[src/hw/rtl/gasc_pkg.sv]
// ============================================================================
// gasc_pkg
// Shared types and codes for the glyph atlas shelf cache.
// ============================================================================
package gasc_pkg;

    // Default number of table cells.
    localparam int TABLE_DEPTH = 256;

    // Field widths.
    localparam int CODE_W = 21;
    localparam int DIM_W  = 8;
    localparam int POS_W  = 12;
    localparam int CUR_W  = 13;

    // Cursor saturation value.
    localparam logic [CUR_W-1:0] CURSOR_MAX = 13'h1FFF;

    // Command codes.
    localparam logic CMD_LOOKUP = 1'b0;
    localparam logic CMD_ADD    = 1'b1;

    // Result status codes.
    localparam logic [2:0] STAT_HIT     = 3'd0;
    localparam logic [2:0] STAT_MISS    = 3'd1;
    localparam logic [2:0] STAT_PRESENT = 3'd2;
    localparam logic [2:0] STAT_PLACED  = 3'd3;
    localparam logic [2:0] STAT_AFULL   = 3'd4;
    localparam logic [2:0] STAT_TFULL   = 3'd5;

    // Configuration register indexes.
    localparam logic [1:0] CFG_ATLAS_W = 2'd0;
    localparam logic [1:0] CFG_ATLAS_H = 2'd1;
    localparam logic [1:0] CFG_ROW_H   = 2'd2;

    // One stored glyph placement.
    typedef struct packed {
        logic signed [DIM_W-1:0] left;
        logic [DIM_W-1:0]        h;
        logic [DIM_W-1:0]        w;
        logic [POS_W-1:0]        y;
        logic [POS_W-1:0]        x;
    } entry_t;

    // Match bus that travels toward the head of the chain.
    typedef struct packed {
        logic   hit;
        entry_t entry;
    } bus_t;

    // Broadcast control from the sequencer to every cell.
    typedef struct packed {
        logic [CODE_W-1:0] code;
        entry_t            new_entry;
        logic              insert;
        logic              collect;
    } cell_ctrl_t;

    // Sequencer states.
    typedef enum logic [1:0] {
        ST_IDLE,
        ST_SEARCH,
        ST_DECIDE,
        ST_INSERT
    } state_t;

endpackage

[src/hw/rtl/gasc_cell.sv]
// ============================================================================
// gasc_cell
// One slot of the sorted table: holds a key and entry, compares against the
// broadcast code, shifts right on insert and relays matches toward the head.
// ============================================================================
module gasc_cell #(
    parameter int TableDepth = gasc_pkg::TABLE_DEPTH,
    parameter int Idx        = 0
) (
    input  logic                        clk,
    input  logic                        rst_n,
    input  gasc_pkg::cell_ctrl_t        ctrl,
    input  logic [$clog2(TableDepth+1)-1:0] count,
    input  logic                        left_lt,
    input  logic [gasc_pkg::CODE_W-1:0] left_key,
    input  gasc_pkg::entry_t            left_entry,
    input  gasc_pkg::bus_t              bus_in,
    output logic                        lt,
    output logic [gasc_pkg::CODE_W-1:0] key,
    output gasc_pkg::entry_t            entry,
    output gasc_pkg::bus_t              bus_out
);

    localparam int CntW = $clog2(TableDepth + 1);

    logic [gasc_pkg::CODE_W-1:0] key_reg;
    gasc_pkg::entry_t            entry_reg;
    gasc_pkg::bus_t              bus_reg;
    logic                        occupied;
    logic                        eq;

    // The cell holds a live entry when its place is below the fill count.
    assign occupied = CntW'(Idx) < count;
    assign lt       = occupied && (key_reg < ctrl.code);
    assign eq       = occupied && (key_reg == ctrl.code);

    // Shift insert: the slot takes the new entry and cells past it take their left neighbor.
    always_ff @(posedge clk)
    begin
        if (ctrl.insert && !lt)
        begin
            if (left_lt)
            begin
                key_reg   <= ctrl.code;
                entry_reg <= ctrl.new_entry;
            end
            else
            begin
                key_reg   <= left_key;
                entry_reg <= left_entry;
            end
        end
    end

    // Match relay: a hit here replaces what arrives from the right.
    always_ff @(posedge clk or negedge rst_n)
    begin
        if (!rst_n)
        begin
            bus_reg <= '0;
        end
        else if (ctrl.collect)
        begin
            if (eq)
            begin
                bus_reg <= {1'b1, entry_reg};
            end
            else
            begin
                bus_reg <= bus_in;
            end
        end
    end

    assign key     = key_reg;
    assign entry   = entry_reg;
    assign bus_out = bus_reg;

endmodule
[config.mk]
export PLATFORM = sky130hd
export DESIGN_NAME = gasc_cell
export DESIGN_NICKNAME = d
export VERILOG_FILES = /design/src/hw/rtl/gasc_pkg.sv /design/src/hw/rtl/gasc_cell.sv
export SDC_FILE = /design/constraint.sdc
export NUM_CORES = 1
export LEC_CHECK = 0
export BUFFER_PORTS_ARGS = -buffer_cell sky130_fd_sc_hd__buf_2
export CAP_MARGIN = 20
export CORE_MARGIN = 2
export CORE_UTILIZATION = 40
export CTS_BUF_LIST = sky130_fd_sc_hd__clkbuf_8
export DETAILED_ROUTE_END_ITERATION = 6
export HOLD_SLACK_MARGIN = 0.12
export MAX_ROUTING_LAYER = met4
export PLACE_DENSITY = 0.74
export SLEW_MARGIN = 10
export SYNTH_ARGS = -nofsm -noshare
export SYNTH_HDL_FRONTEND = slang
export SYNTH_SLANG_ARGS = --single-unit
[constraint.sdc]
create_clock -name clk -period 4.8 [get_ports clk]
set_input_delay 0.48 -clock clk [delete_from_list [all_inputs] [get_ports clk]]
set_output_delay 0.48 -clock clk [all_outputs]
set_load 0.05 [all_outputs]
==> summary.md <==
| Metric | Value |
|---|---|
| Clk Tree Root Cell | `clkbuf_8` |
| Setup repair after global routing missed its margin | `false` |
| Via count of the first global-routing pass | `4719` |
| Critical Setup Path Class | `reg -> out` |
| Critical Path Start Type | `flip-flop` |
| Vias/cell | `4.94` |
| Clock Latency Late Sink | `0.43 ns` |
| Max Cap Violations | `0` |
| CTS resizes | `0` |
| IR drop worst, VDD | `0.164 mV` |
| DR vias | `4688` |
| Relative contribution of combinational cells to total power | `21.4%` |
| Post-place instance area | `7450 um^2` |
| Fraction of layout instances using a drive strength above 1 | `56.0%` |
| Total number of placement rows | `43` |
| Most instantiated flip-flop cell in the synthesis netlist | `edfxtp_1` |
| Count of distinct cell types in the synthesized netlist | `31` |
| Setup slack of the most critical reg-to-reg path | `1.98 ns` |
| Net count after synthesis | `657` |
| Share of the synthesized area in compound gates (AO/OA/AOI/OAI) | `6.04%` |
| Area of the die | `15200 um^2` |
| Sequential cell area fraction in the yosys report | `57.9%` |
| Cell family with most CP delay | `compound AO/OA/AOI/OAI gates` |
| Yosys top cell by area | `edfxtp_1` |
| Sequential share of power | `41.1%` |
| Endpoint of the worst-slack reg-to-reg timing path | `bus_out[8]` |
| Clock skew | `0.0164 ns` |
| Number of buffers inserted by port buffering | `319` |
| Portion of total power attributed to the clock network | `37.4%` |
| Register bit total from synthesis | `118` |
| Pin count of the biggest net entering global routing | `99` |
| Synthesized netlist cell count | `435` |
| Clock sink total | `118` |
| Final hold vios | `0` |
| Worst reg-to-reg path cell count | `7` |
| Area fraction in and, or, nand and nor cells after synthesis | `5.67%` |
| Critical path fanouts, max | `2` |
| Setup violators final | `0` |
| Clk buf depth | `2` |
| Floorplan die height | `123 um` |
| Fill count | `1180` |
| Worst path buffer plus inverter count | `1` |
| Uppermost layer routed | `met4` |
| DRT Pass-1 Iters | `6` |
| Number of antenna violations at the first check in global routing | `1` |
| Min Hold Slack | `0.158 ns` |
| Number of pins exceeding their max-slew limit in the final report | `0` |
| Initial core utilization | `41.0%` |
| Worst reg2reg path startpoint | `key[8]` |
| Status | `finished, final reports clean` |
| Leak pwr | `3.99 nW` |
| Power per cell area | `370 nW/um^2` |
| Aggregate global routing overflow | `0` |
| Internal power | `0.00204 W` |
| TritonCTS buffer count | `17` |
| Ranking of synthesized cells by instance count | `edfxtp_1, mux2_2, a21oi_1` |
| Maximum operating frequency | `0.331 GHz` |
| Average instance area after synthesis | `13.1 um^2` |
| Total I/O pin count | `320` |
| Post-synth design cell area | `5690 um^2` |
| Met2 Routed Length | `8.71 mm` |
| Routability congestion estimate from global placement | `0.893` |
| Floorplan core area | `13900 um^2` |
| Slew at the pin closest to its max-slew limit | `0.910 ns` |
| Post-synthesis xor/xnor area fraction | `0%` |
| TritonCTS clock tree | `done` |
| Antenna viol nets, final | `0` |
| Routed wire length | `16.2 mm` |
| Switching Fraction | `30.7%` |
| Net count reported at finish | `977` |
| GRT Total Usage | `21.4%` |
| Number of buffers added for setup after CTS | `0` |
| Total met3 wirelength after detailed routing | `1.14 mm` |
| Total of warnings raised by yosys | `0` |
| Post-DP HPWL | `12.5 mm` |
| Slowest cell on crit path | `a2111oi_0` |
| Total routed wire length on the met1 layer | `6.04 mm` |
| Synth async-reset ratio | `41.5%` |
| Minimum clock period after layout | `3.02 ns` |
| Share of the synthesized area in the top cell type | `36.4%` |
| Main combinational cell family by area after synthesis | `multiplexers` |
| Post-detailed-route DRC marker count | `0` |
| Flip-flop count of the largest register after layout | `49` |
| Iteration-0 DRC count of the detailed router | `243` |
| Relative area change from synthesis to final layout | `39.3%` |
| Worst Path Arrival | `2.54 ns` |
| CTS H-tree lvls | `4` |
| Share of the clock period used by the worst path after layout | `63.0%` |
| Top cells by area in the synthesized netlist | `edfxtp_1, dfrtp_1, mux2_2` |
| Worst-path clk slew | `0.08 ns` |
| Synth Area in Adders | `4.62%` |
| Global-route wire length before repair | `23.4 mm` |
| Switching component of the power | `0.000902 W` |
| Post-synth EDFFs | `69` |
| Final setup TNS | `0 ns` |
| CP Data Required Time | `4.32 ns` |
| Finished Cell Area | `7930 um^2` |
| Tightest Hold Check Type | `in -> async` |
| Overall Power | `0.00294 W` |
| Per-cell routed wire length | `17.0 um` |
| Endpoint class of the critical path | `output port` |
| Critical path depth | `6` |
| Width of the die | `123 um` |
| Portion of netlist area occupied by mux cells | `22.1%` |
| Count of hold buffers inserted by post-cts repair | `0` |
| Cell chain of the critical path | `ha_1 > a21oi_1 > o21ai_0 > a2111oi_0 > o311a_1 > buf_2` |
| Max stage delay on crit path | `0.45 ns` |
| Worst relative slew slack | `39.3%` |
[cell usage in the layout (no fill, tap or decap)]
cell        instances
buf_2             319
mux2_2             69
edfxtp_1           69
a21oi_1            55
nor2_1             50
dfrtp_1            49
mux2i_1            48
inv_1              22
ha_1               21
clkbuf_8           17
bufinv_16           6
buf_4               6
nand2_1             4
o21ai_0             4
and4_1              4
inv_4               3
nand4_1             2
inv_6               2
clkinvlp_4          2
diode_2             1
nand3_1             1
a221oi_1            1
a211oi_1            1
or4_1               1
or3_1               1
nor4_2              1
a2111oi_0           1
nand3b_1            1
a21o_1              1
and4bb_2            1
o311a_1             1
nor2b_4             1
nand4b_4            1
a31oi_1             1
clkinv_4            1
clkinv_2            1
[worst register-to-register path, cell delays in order (launching register included)]
cell and delay (ns):
edfxtp_1 0.45, ha_1 0.36, and4_1 0.24, and4bb_2 0.28
nand4b_4 0.49, buf_4 0.50, mux2i_1 0.24, a21oi_1 0.09
[worst max-delay path by stage]
stage	end	start
after floorplan	entry[0]	key[11]
after global placement	bus_out[0]	count[5]
after detailed placement	bus_out[8]	count[5]
after CTS	lt	key[14]
after global routing	lt	key[14]
final	lt	key[14]
[through the flow]
step / cells / utilization [%] / setup WS (ns)
6_report: 949 / 57.1 / 1.78
3_3_place_gp: 916 / 53.7 / 1.78
2_1_floorplan: 435 / - / 0.695
4_1_cts: 948 / 57.1 / 1.74
3_5_place_dp: 916 / 53.7 / 1.69
5_1_grt: 949 / 57.1 / 1.61
[logic make-up after synthesis]
logic type | after synthesis
AO/OA/AOI/OAI | 65
adder cells (fa/ha/maj) | 21
buffers and inverters | 46
flip-flops | 118
multiplexers | 117
AND/OR/NAND/NOR | 68
[area by class of cell]
cell class | count | area [um^2] | area share [%]
timing repair buffer | 325 | 1640 | 20.7
tap | 180 | 225 | 2.84
antenna | 1 | 2.50 | 0.0315
inverter | 22 | 82.6 | 1.04
clock buffer | 17 | 234 | 2.95
sequential | 118 | 3300 | 41.6
clock inverter | 15 | 245 | 3.09
multi-input combinational | 271 | 2200 | 27.8
[power groups by stage]
stage / Clock (W) / Combinational (W) / Sequential [W]
global route: 0.00117 / 0.000671 / 0.00122
detailed placement: 0 / 0.000633 / 0.00123
finish: 0.00110 / 0.000630 / 0.00121
global placement: 0 / 0.000621 / 0.00123
CTS: 0.00113 / 0.000635 / 0.00121
floorplan: 0 / 0.000159 / 0.00148
[per-layer routing]
layer,vias to the layer above,GRT usage (%)
met3,21,5.63
met4,0,8.59
met5,-,-
met1,2196,22.4
met2,228,38.0
li1,2243,-
Note: power is estimated with default switching activity, not from simulation.
